--- src/rtl/core/tfa_pkg.sv ---
// Shared types and constants of the ticket FIFO resource arbiter.
`default_nettype none

package tfa_pkg;

    // Fixed field widths of the channels
    localparam int OP_W     = 2;
    localparam int ID_W     = 16;
    localparam int STATUS_W = 2;
    localparam int RANK_W   = 4;

    // Operation codes
    typedef enum logic [OP_W-1:0] {
        OP_REQUEST = 2'd0,
        OP_RELEASE = 2'd1,
        OP_QUERY   = 2'd2
    } t_op;

    // Result status codes
    typedef enum logic [STATUS_W-1:0] {
        ST_OK         = 2'd0,
        ST_MISS       = 2'd1,
        ST_FULL       = 2'd2,
        ST_NOT_HOLDER = 2'd3
    } t_status;

    // Largest rank that the result field can show
    localparam logic [RANK_W-1:0] RANK_MAX = 4'd15;

endpackage

`default_nettype wire

--- src/rtl/core/tfa_owner_ram.sv ---
// Ticket owner memory: one write port, one read port with registered data.
`default_nettype none

module tfa_owner_ram
    import tfa_pkg::*;
#(
    parameter int DEPTH  = 16,
    parameter int WIDTH  = 16,
    parameter int ADDR_W = 4
) (
    input  wire logic              i_clk,
    input  wire logic              i_rd_en,
    input  wire logic [ADDR_W-1:0] i_rd_addr,
    output      logic [WIDTH-1:0]  o_rd_data,
    input  wire logic              i_wr_en,
    input  wire logic [ADDR_W-1:0] i_wr_addr,
    input  wire logic [WIDTH-1:0]  i_wr_data
);

    logic [WIDTH-1:0] r_mem [DEPTH];
    logic [WIDTH-1:0] r_rd_data;

    // Write the owner of a new ticket
    always_ff @(posedge i_clk) begin
        if (i_wr_en) begin
            r_mem[i_wr_addr] <= i_wr_data;
        end
    end

    // Registered read, updated only when the read is enabled
    always_ff @(posedge i_clk) begin
        if (i_rd_en) begin
            r_rd_data <= r_mem[i_rd_addr];
        end
    end

    assign o_rd_data = r_rd_data;

endmodule

`default_nettype wire

--- config.mk ---
export PLATFORM = sky130hd
export DESIGN_NAME = tfa_owner_ram
export DESIGN_NICKNAME = d
export VERILOG_FILES = /design/src/rtl/core/tfa_pkg.sv /design/src/rtl/core/tfa_owner_ram.sv
export SDC_FILE = /design/constraint.sdc
export NUM_CORES = 1
export LEC_CHECK = 0
export ABC_AREA = 1
export BUFFER_PORTS_ARGS = -buffer_cell sky130_fd_sc_hd__buf_2
export CAP_MARGIN = 20
export CORE_ASPECT_RATIO = 1.2
export CORE_MARGIN = 8
export CORE_UTILIZATION = 45
export DETAILED_ROUTE_END_ITERATION = 8
export SLEW_MARGIN = 15
export SYNTH_ARGS = -nofsm -noshare
export SYNTH_HDL_FRONTEND = slang
export SYNTH_SLANG_ARGS = --single-unit
--- constraint.sdc ---
create_clock -name i_clk -period 3.9 [get_ports i_clk]
set_input_delay 0.39 -clock i_clk [delete_from_list [all_inputs] [get_ports i_clk]]
set_output_delay 0.39 -clock i_clk [all_outputs]
set_load 0.01 [all_outputs]
==> run_results.csv, run 1 <==
group,metric,value,unit
run,maxCapViolations,0,
synth,netlist.area_leader.share,0.708,
placed_design,place_congestion,0.754,
sta,holdWs,0.237,ns
detailed_routing,vias,7252,
layout,seq_area,0.00817,mm2
detailed_routing,ant_nets,0,
synth,synth_most_common_cell,"nand2_1",
sta,setup_tns,0,ns
clocking,clk_pin_slew_worst_paths,0.07,ns
detailed_routing,drtIter0Drc,485,
clocking,cts_resized,0,
synth,synth_top_cell_by_area,"edfxtp_1",
grt,grt.total_usage,0.175,
critical_path,crit_type,"input pin to flop",
clocking,clock_latency,0.52,ns
synth,synth-edff-count,272,
clocking,root_buffer,"clkbuf_16",
sta,finalCriticalPeriod,1.98,ns
worst_hold_path,hp-start,"i_wr_data[11]",
sta,fin_worst_skew,0.00563,ns
critical_path,r2r_cells,6,
synth,synth.area.top_cells,"edfxtp_1 (71%), nand2_1 (11%), nand3_1 (8.4%)",
detailed_routing,wl_per_cell,18.2,um
worst_hold_path,hold_class,"input pin to flop",
placed_design,numPortBuffers,42,
power_and_ir_drop,ir_drop,279,uV
synth,syn_avg_cell_area,10.7,um2
floorplan,die_h,191,um
placed_design,dpl.hpwl,14.4,mm
floorplan,die_area,0.0310,mm2
synth,synth_fp_nets,1101,
sta,setup_viol,0,
sta,max_slew_margin,0.375,
grt,antenna_found_initial,1,
layout,syn2layout_area_growth,12.1,%
synth,async_flop_share,0,
clocking,clk_path_buf_depth,3,
synth,ys_seq_area_frac,0.708,
layout,final_net_count,1143,
clocking,htree_levels,1,
layout,fillers,2202,
grt,grt_max_degree,102,
synth,yosysWarnings,0,
grt,grt.overflow.total,0,
worst_hold_path,worstHoldPathCells,1,
synth,ys_ff_latch,272,
detailed_routing,dr.pass1.iters,5,
synth,netlist_area,0.0115,mm2
synth,synth_ff_type,"edfxtp_1",
detailed_routing,drt_wl_total,26.7,mm
clocking,cts-hold-fix-buffers,0,
clocking,cts_tree,"built",
detailed_routing,avgViaCountPerCell,4.94,
layout,utilization,0.510,
status,status,"finished clean",
layout,multi_input_area,0.00236,mm2
clocking,postCtsSetupBuffers,0,
sta,worst-slew-pin-transition,0.937,ns
floorplan,die_w,162,um
floorplan,rows,64,
critical_path,reg2reg_slack,2.78,ns
power_and_ir_drop,p_leak,5.49,nW
floorplan,ioPinCount,43,
grt,grt_pass1_wl,41.4,mm
sta,rsz0062_at_grt,"no",
clocking,numCtsBuffers,26,
critical_path,endpoint_kind,"flop",
critical_path,worstPathArrival,2.25,ns
layout,drive_gt1_frac,0.107,
power_and_ir_drop,fin_total_pwr,0.00616,W
detailed_routing,drcViolationCount,0,
power_and_ir_drop,power_density,476,mW/mm2
sta,hold_viol_final,0,
worst_hold_path,holdPathEnd,"r_mem[1][11]",
synth,synthTopCellsByCount,"nand2_1 (341), edfxtp_1 (272), inv_1 (196)",
sta,max_freq,505,MHz
critical_path,timing.rr.start,"r_mem[3][6]",
sta,finalCritPeriodShare,0.508,
critical_path,setup.worst_path.start_class,"input pin",
critical_path,r2r_end,"o_rd_data[6]",
floorplan,start_util,0.455,
clocking,clock-sinks,272,
synth,synth_cell_type_count,12,
grt,grt_pass1_vias,7074,
synth,synth_cells,1074,
floorplan,core_area,0.0254,mm2
critical_path,crit_required,4.17,ns
sta,drv_slew,0,
critical_path,crit_fanout,82,
-- critical path, stage by stage --
cell and delay [ns]:
buf_4 0.44, buf_4 0.82, nand2_1 0.13, nand3_1 0.11
nand3_1 0.10, nand3_1 0.12, nand2_1 0.08
-- stage by stage --
| stage | std cells | instance area, um2 | setup slack, ns |
|---|---|---|---|
| final | 1467 | 12900 | 1.92 |
| after floorplan | 1074 | 11500 | 2.21 |
| after detailed placement | 1418 | 12100 | 1.39 |
| after CTS | 1466 | 12900 | 1.94 |
| after global placement | 1417 | 12100 | 1.42 |
| after global routing | 1467 | 12900 | 1.77 |
-- logic make-up after synthesis --
kind of cell / count (synthesis) / synth area share
buf+inv: 249 / 0.0909
flops: 272 / 0.708
simple gates: 553 / 0.201
-- layout by cell type, fill, tap and decap left out, types with 2 or more instances in the layout --
cell       count
buf_2         41
buf_4         22
bufinv_16      3
clkbuf_1       4
clkbuf_16     26
clkinv_1       6
clkinv_2       6
edfxtp_1     272
inv_1        196
nand2_1      341
nand3_1      193
nand3b_1       2
nor2_2        16
-- sequential cells by signal, summed over array words and instances, names as in the netlist --
register   count
r_mem        256
o_rd_data     16
-- final cells by class --
| type | instances | area share |
|---|---|---|
| Sequential cell | 272 | 0.631 |
| Multi-Input combinational cell | 553 | 0.183 |
| Tap cell | 330 | 0.0319 |
| Clock buffer | 30 | 0.0514 |
| Timing Repair Buffer | 65 | 0.0313 |
| Inverter | 198 | 0.0576 |
| Antenna cell | 1 | 0.000193 |
| Clock inverter | 18 | 0.0137 |
-- worst max path at each step --
stage | start | to | slack [ns]
after floorplan | i_wr_addr[2] | r_mem[10][0] | 2.21
after global placement | i_rd_addr[0] | o_rd_data[5] | 1.42
after detailed placement | i_rd_addr[0] | o_rd_data[6] | 1.39
after CTS | i_rd_addr[0] | o_rd_data[6] | 1.94
after global routing | i_rd_addr[0] | o_rd_data[6] | 1.77
final | i_rd_addr[0] | o_rd_data[6] | 1.92
-- where the power goes --
| group | total (W) | switching, W | internal, W | leakage [nW] |
|---|---|---|---|---|
| Sequential | 0.00331 | 0.0000193 | 0.00329 | 2.47 |
| Clock | 0.00248 | 0.00105 | 0.00143 | 0.413 |
| Combinational | 0.000367 | 0.000265 | 0.000102 | 2.61 |
-- metal layers --
metal  GRT usage  vias to the layer above  part of all wire
met5           0                        -                 0
met4      0.0492                        0             0.018
met3      0.0192                       29             0.046
met2       0.316                      167              0.51
met1       0.217                     3497              0.43
li1            -                     3559                 -
(Power assumes the default switching activity.)
==> run 2: changes to the inputs <==
--- a/config.mk
+++ b/config.mk
@@ -5,7 +5,7 @@
 export SDC_FILE = /design/constraint.sdc
 export NUM_CORES = 1
 export LEC_CHECK = 0
-export ABC_AREA = 1
+export ABC_AREA = 0
 export BUFFER_PORTS_ARGS = -buffer_cell sky130_fd_sc_hd__buf_2
 export CAP_MARGIN = 20
 export CORE_ASPECT_RATIO = 1.2
==> constraint.sdc (replaced) <==
create_clock -name i_clk -period 2 [get_ports i_clk]
set_input_delay 0.2 -clock i_clk [delete_from_list [all_inputs] [get_ports i_clk]]
set_output_delay 0.2 -clock i_clk [all_outputs]
set_load 0.01 [all_outputs]
==> run 2 against run 1 <==
Clock power increased by 100%. Largest power group unchanged. Global-route usage decreased by 1.9 points. Register-to-register slack got worse by 2.2 ns. Critical path type is now flop to flop. Final cell count decreased by 45%.
==> run_results.csv, run 2 <==
group,metric,value,unit
synth,async_flop_share,0,
grt,grt_pass1_vias,5034,
power_and_ir_drop,power_density,1010,mW/mm2
layout,final_cell_mix,"edfxtp_1 (272), mux4_2 (54), buf_2 (41)",
critical_path,r2r_end,"o_rd_data[7]",
placed_design,placed_area,0.0111,mm2
placed_design,numPortBuffers,42,
sta,rsz0062_at_grt,"no",
grt,grt_pass1_wl,31.9,mm
clocking,cts_resized,0,
detailed_routing,drt_wl_total,21.3,mm
synth,syn_avg_cell_area,23.6,um2
sta,finalCritPeriodShare,0.721,
grt,grt_max_degree,51,
sta,worst-slew-pin-transition,1.06,ns
critical_path,setup.worst_path.start_class,"flop",
layout,final_area,0.0119,mm2
layout,final_net_count,532,
sta,max_freq,694,MHz
sta,setup_viol,0,
floorplan,die_w,153,um
detailed_routing,drtIter0Drc,377,
critical_path,crit_end,"o_rd_data[7]",
detailed_routing,dr.pass1.iters,4,
sta,max_slew_margin,0.294,
clocking,clock-sinks,272,
clocking,numCtsBuffers,26,
grt,grt.total_usage,0.155,
detailed_routing,wl_per_cell,26.6,um
grt,antenna_found_initial,0,
clocking,cts_tree,"built",
synth,netlist.area_leader.share,0.800,
floorplan,ioPinCount,43,
synth,synth_cell_type_count,18,
layout,syn2layout_area_growth,16.9,%
sta,hold_viol_final,0,
synth,synth_top_cell_by_area,"edfxtp_1",
critical_path,endpoint_kind,"flop",
floorplan,core_area,0.0224,mm2
floorplan,rows,60,
critical_path,crit_fanout,1,
critical_path,reg2reg_slack,0.56,ns
floorplan,start_util,0.456,
synth,synth_fp_nets,459,
critical_path,worstPathArrival,1.71,ns
layout,drive_gt1_frac,0.335,
critical_path,timing.rr.start,"r_mem[1][7]",
synth,synth_most_common_cell,"edfxtp_1",
sta,fin_worst_skew,0.00508,ns
synth,synth-edff-count,272,
synth,synth.area.top_cells,"edfxtp_1 (80%), mux4_2 (12%), mux4_1 (2.6%)",
synth,synth_cells,432,
placed_design,place_congestion,0.708,
critical_path,r2r_cells,3,
power_and_ir_drop,ir_drop,557,uV
floorplan,die_area,0.0278,mm2
critical_path,worstSetupStartpoint,"r_mem[1][7]",
sta,drv_slew,0,
synth,ys_ff_latch,272,
layout,diodes,0,
synth,ys_seq_area_frac,0.800,
detailed_routing,drcViolationCount,0,
status,status,"finished clean",
clocking,clk_pin_slew_worst_paths,0.06,ns
critical_path,crit_type,"flop to flop",
synth,yosysWarnings,0,
clocking,cts-hold-fix-buffers,0,
detailed_routing,vias,4670,
synth,synthTopCellsByCount,"edfxtp_1 (272), mux4_2 (54), a22oi_1 (32)",
power_and_ir_drop,p_leak,3.86,nW
critical_path,crit_required,2.27,ns
grt,grt.overflow.total,0,
detailed_routing,avgViaCountPerCell,5.82,
worst_hold_path,hold_class,"input pin to flop",
run,maxCapViolations,0,
clocking,root_buffer,"clkbuf_16",
synth,netlist_area,0.0102,mm2
floorplan,die_h,181,um
clocking,postCtsSetupBuffers,0,
placed_design,dpl.hpwl,11.9,mm
detailed_routing,ant_nets,0,
layout,top_register,"r_mem",
layout,largest_reg_flops,256,
clocking,clk_path_buf_depth,3,
layout,final_common_cell,"edfxtp_1",
sta,setup_tns,0,ns
synth,synth_ff_type,"edfxtp_1",
sta,finalCriticalPeriod,1.44,ns
clocking,clock_latency,0.52,ns
clocking,htree_levels,1,
[run 2: where the power goes]
part	internal [W]	leakage (nW)	switching (W)
sequential	0.00642	2.47	0.0000331
clock	0.00296	0.423	0.00201
combinational	0.000247	0.963	0.000337
total	0.00963	3.86	0.00238
[run 2: worst min-delay path by stage]
stage                          endpoint  cells past startpoint     startpoint
final                     r_mem[14][11]                      1  i_wr_data[11]
after global routing        r_mem[9][4]                      1   i_wr_data[4]
after CTS                  r_mem[8][15]                      1  i_wr_data[15]
after detailed placement    r_mem[6][6]                      1   i_wr_data[6]
after global placement     r_mem[8][15]                      1  i_wr_data[15]
after floorplan             r_mem[0][0]                      0   i_wr_data[0]
[run 2: logic make-up (layout without fill, tap and decap cells)]
group / after synthesis / in the layout / synth area share
flip-flops: 272 / 272 / 0.800
multiplexers: 64 / 64 / 0.145
buffers and inverters: 21 / 112 / 0.0121
AND/OR/NAND/NOR: 43 / 43 / 0.0189
AO/OA/AOI/OAI: 32 / 32 / 0.0235
[run 2: routing by layer]
layer | global-route usage | wire length, um
met1 | 0.197 | 8690
met5 | 0 | 0
met2 | 0.267 | 10900
met3 | 0.0234 | 1180
met4 | 0.0577 | 626
[run 2: cell type report]
class                      instances  area [um2]
clock buffer                      28         679
tap                              279         349
fill                            1725       10400
timing repair buffer              66         568
multi-input combinational        139        1970
sequential                       272        8170
clock inverter                    18         193
[run 2: stage by stage]
| stage | std cells | utilization | total power, W | hold WS, ns | worst slack (ns) |
|---|---|---|---|---|---|
| global route | 802 | 0.533 | 0.0124 | 0.0464 | 0.480 |
| detailed placement | 756 | 0.494 | 0.00717 | 0.585 | 0.214 |
| floorplan | 432 | - | 0.00689 | 0.299 | 0.0454 |
| CTS | 802 | 0.533 | 0.0121 | 0.0384 | 0.541 |
| finish | 802 | 0.533 | 0.0120 | 0.0516 | 0.558 |
| global placement | 756 | 0.494 | 0.00715 | 0.560 | 0.191 |
[run 2: critical path, stage by stage, from the launching register on]
cell,delay (ns)
edfxtp_1,0.37
mux4_1,0.50
a22oi_1,0.24
nand2_1,0.08
==> run 3: changes to the inputs <==
--- a/config.mk
+++ b/config.mk
@@ -5,7 +5,7 @@
 export SDC_FILE = /design/constraint.sdc
 export NUM_CORES = 1
 export LEC_CHECK = 0
-export ABC_AREA = 0
+export ABC_AREA = 1
 export BUFFER_PORTS_ARGS = -buffer_cell sky130_fd_sc_hd__buf_2
 export CAP_MARGIN = 20
 export CORE_ASPECT_RATIO = 1.2
==> constraint.sdc (replaced) <==
create_clock -name i_clk -period 1.22 [get_ports i_clk]
set_input_delay 0.122 -clock i_clk [delete_from_list [all_inputs] [get_ports i_clk]]
set_output_delay 0.122 -clock i_clk [all_outputs]
set_load 0.01 [all_outputs]
==> run 3 against run 2 <==
Setup slack worse by 0.55 ns. First-iteration DRC count grew 50%. Combinational power up 140%. Flip-flop and latch count did not move. Highest routed layer unchanged.
==> run_results.csv, run 3 (same netlist as run 1, synthesis figures left out) <==
group,metric,value,unit
clocking,root_buffer,"clkbuf_16",
placed_design,dp_slack,-0.0965,ns
sta,worst-slew-pin-transition,0.362,ns
layout,final_common_cell,"nand2_1",
layout,fillers,2187,
sta,finalWorstSetupSlack,0.00346,ns
sta,setup_viol,0,
status,status,"finished clean",
clocking,clk_pin_slew_worst_paths,0.06,ns
run,maxCapViolations,0,
critical_path,worstPathArrival,1.09,ns
grt,grt.overflow.total,0,
detailed_routing,dr.pass1.iters,5,
sta,drv_slew,0,
clocking,clock_latency,0.53,ns
critical_path,reg2reg_slack,0.08,ns
floorplan,die_w,162,um
clocking,cts_tree,"built",
power_and_ir_drop,p_leak,5.80,nW
power_and_ir_drop,p_int,0.0152,W
power_and_ir_drop,ir_drop,947,uV
grt,grt_pass1_wl,42.8,mm
sta,fin_worst_skew,0.0163,ns
floorplan,die_area,0.0310,mm2
layout,syn2layout_area_growth,18.2,%
placed_design,place_congestion,0.791,
clocking,clk_path_buf_depth,3,
clocking,htree_levels,1,
clocking,numCtsBuffers,26,
detailed_routing,drcViolationCount,0,
layout,drive_gt1_frac,0.130,
critical_path,endpoint_kind,"output pin",
critical_path,crit_type,"flop to output pin",
sta,max_freq,822,MHz
detailed_routing,avgViaCountPerCell,5.02,
worst_hold_path,hold_class,"input pin to flop",
sta,holdWs,0.00530,ns
floorplan,die_h,191,um
placed_design,dpl.hpwl,16.5,mm
power_and_ir_drop,clockPowerShare,0.382,
sta,finalCritPeriodShare,0.997,
layout,final_cell_mix,"nand2_1 (341), edfxtp_1 (272), inv_1 (196)",
layout,largest_reg_flops,256,
grt,gr-usage-met3,0.0239,
grt,antenna_found_initial,1,
power_and_ir_drop,power_frac_seq,0.545,
sta,max_slew_margin,0.759,
critical_path,crit_fanout,1,
grt,use_met1,0.242,
critical_path,crit_buf_inv,1,
critical_path,setup.worst_path.start_class,"flop",
layout,final_net_count,1191,
grt,grt.total_usage,0.180,
grt,grt_max_degree,29,
critical_path,path_delay_family,"flip-flops",
critical_path,crit_required,1.10,ns
power_and_ir_drop,power_density,1420,mW/mm2
critical_path,slowest_delay,0.41,ns
floorplan,core_area,0.0254,mm2
power_and_ir_drop,p_comb_frac,0.073,
grt,grt.busiest_layer,"met2",
power_and_ir_drop,switchingPower,0.00419,W
floorplan,ioPinCount,43,
power_and_ir_drop,p_sw_frac,0.216,
sta,hold_viol_final,0,
detailed_routing,wl_per_cell,18.1,um
clocking,cts_resized,0,
grt,met2_usage,0.296,
clocking,postCtsSetupBuffers,0,
critical_path,path_cells,"buf_2",
floorplan,rows,64,
critical_path,critPathSlowestCell,"edfxtp_1",
sta,finalCriticalPeriod,1.22,ns
clocking,clock-sinks,272,
floorplan,start_util,0.455,
layout,top_register,"r_mem",
placed_design,numPortBuffers,42,
detailed_routing,drt_wl_total,27.4,mm
grt,grt_pass1_vias,7337,
detailed_routing,drtIter0Drc,564,
detailed_routing,vias,7579,
detailed_routing,ant_nets,0,
sta,rsz0062_at_grt,"yes",
## run 3: cell count changes in the layout (fill, tap and decap cells not counted), sizes merged, moves of 4 or more
cell	previous run	this run
a22oi	32	0
buf	66	102
dlygate4sd3	0	11
inv	1	197
mux4	64	0
nand2	17	341
nand3	1	193
nor2	13	17
nor3	4	0
## run 3: metrics by stage
stage / TNS [ns] / utilization / power [W] / area (um2) / cells
6_report: 0 / 0.537 / 0.0194 / 13600 / 1511
4_1_cts: -0.0163 / 0.537 / 0.0196 / 13600 / 1510
3_3_place_gp: -1.09 / 0.502 / 0.0122 / 12800 / 1455
3_5_place_dp: -2.14 / 0.502 / 0.0122 / 12800 / 1455
5_1_grt: -0.0521 / 0.537 / 0.0201 / 13600 / 1511
2_1_floorplan: -32.20 / - / 0.0115 / 11600 / 1074
## run 3: timing repair
action / CTS / global route
setup endpoints to repair: 2 / 5
hold endpoints to repair: 172 / 0
gates cloned: 0 / 0
hold buffers: 11 / 0
## run 3: worst reg2reg max path, delay by kind of cell, from the launching register on
family / cells / cell delay [ns]
buffers and inverters: 1 / 0.06
DFF: 1 / 0.37
and+or+nand+nor: 5 / 0.44
## run 3: path summary, 6_finish.rpt
check                 from           end  cells after the start
min reg2reg    r_mem[4][0]  o_rd_data[0]                      6
max reg2reg   r_mem[12][8]  o_rd_data[8]                      6
min          i_wr_data[14]  r_mem[6][14]                      1
max           o_rd_data[9]  o_rd_data[9]                      1
## run 3: layout make-up
type	instances	area [um2]	area share
clock inverter	14	85.1	0.00624
clock buffer	30	687	0.0504
antenna	1	2.50	0.000183
timing repair buffer	113	1170	0.0861
multi-input combinational	553	2360	0.173
inverter	198	744	0.0546
sequential	272	8170	0.599
tap	330	413	0.0303
## run 3: per-layer routing
metal | up-vias | wire (um)
li1 | 3659 | -
met1 | 3632 | 12100
met3 | 54 | 1630
met2 | 234 | 12900
met4 | 0 | 791
met5 | - | 0
## run 3: power by group through the flow
stage          sequential [W]  combinational, W  clock [W]
2_1_floorplan          0.0108          0.000710          0
3_3_place_gp           0.0108           0.00139          0
3_5_place_dp           0.0108           0.00140          0
4_1_cts                0.0106           0.00144    0.00754
5_1_grt                0.0106           0.00158    0.00791
6_report               0.0106           0.00142    0.00742
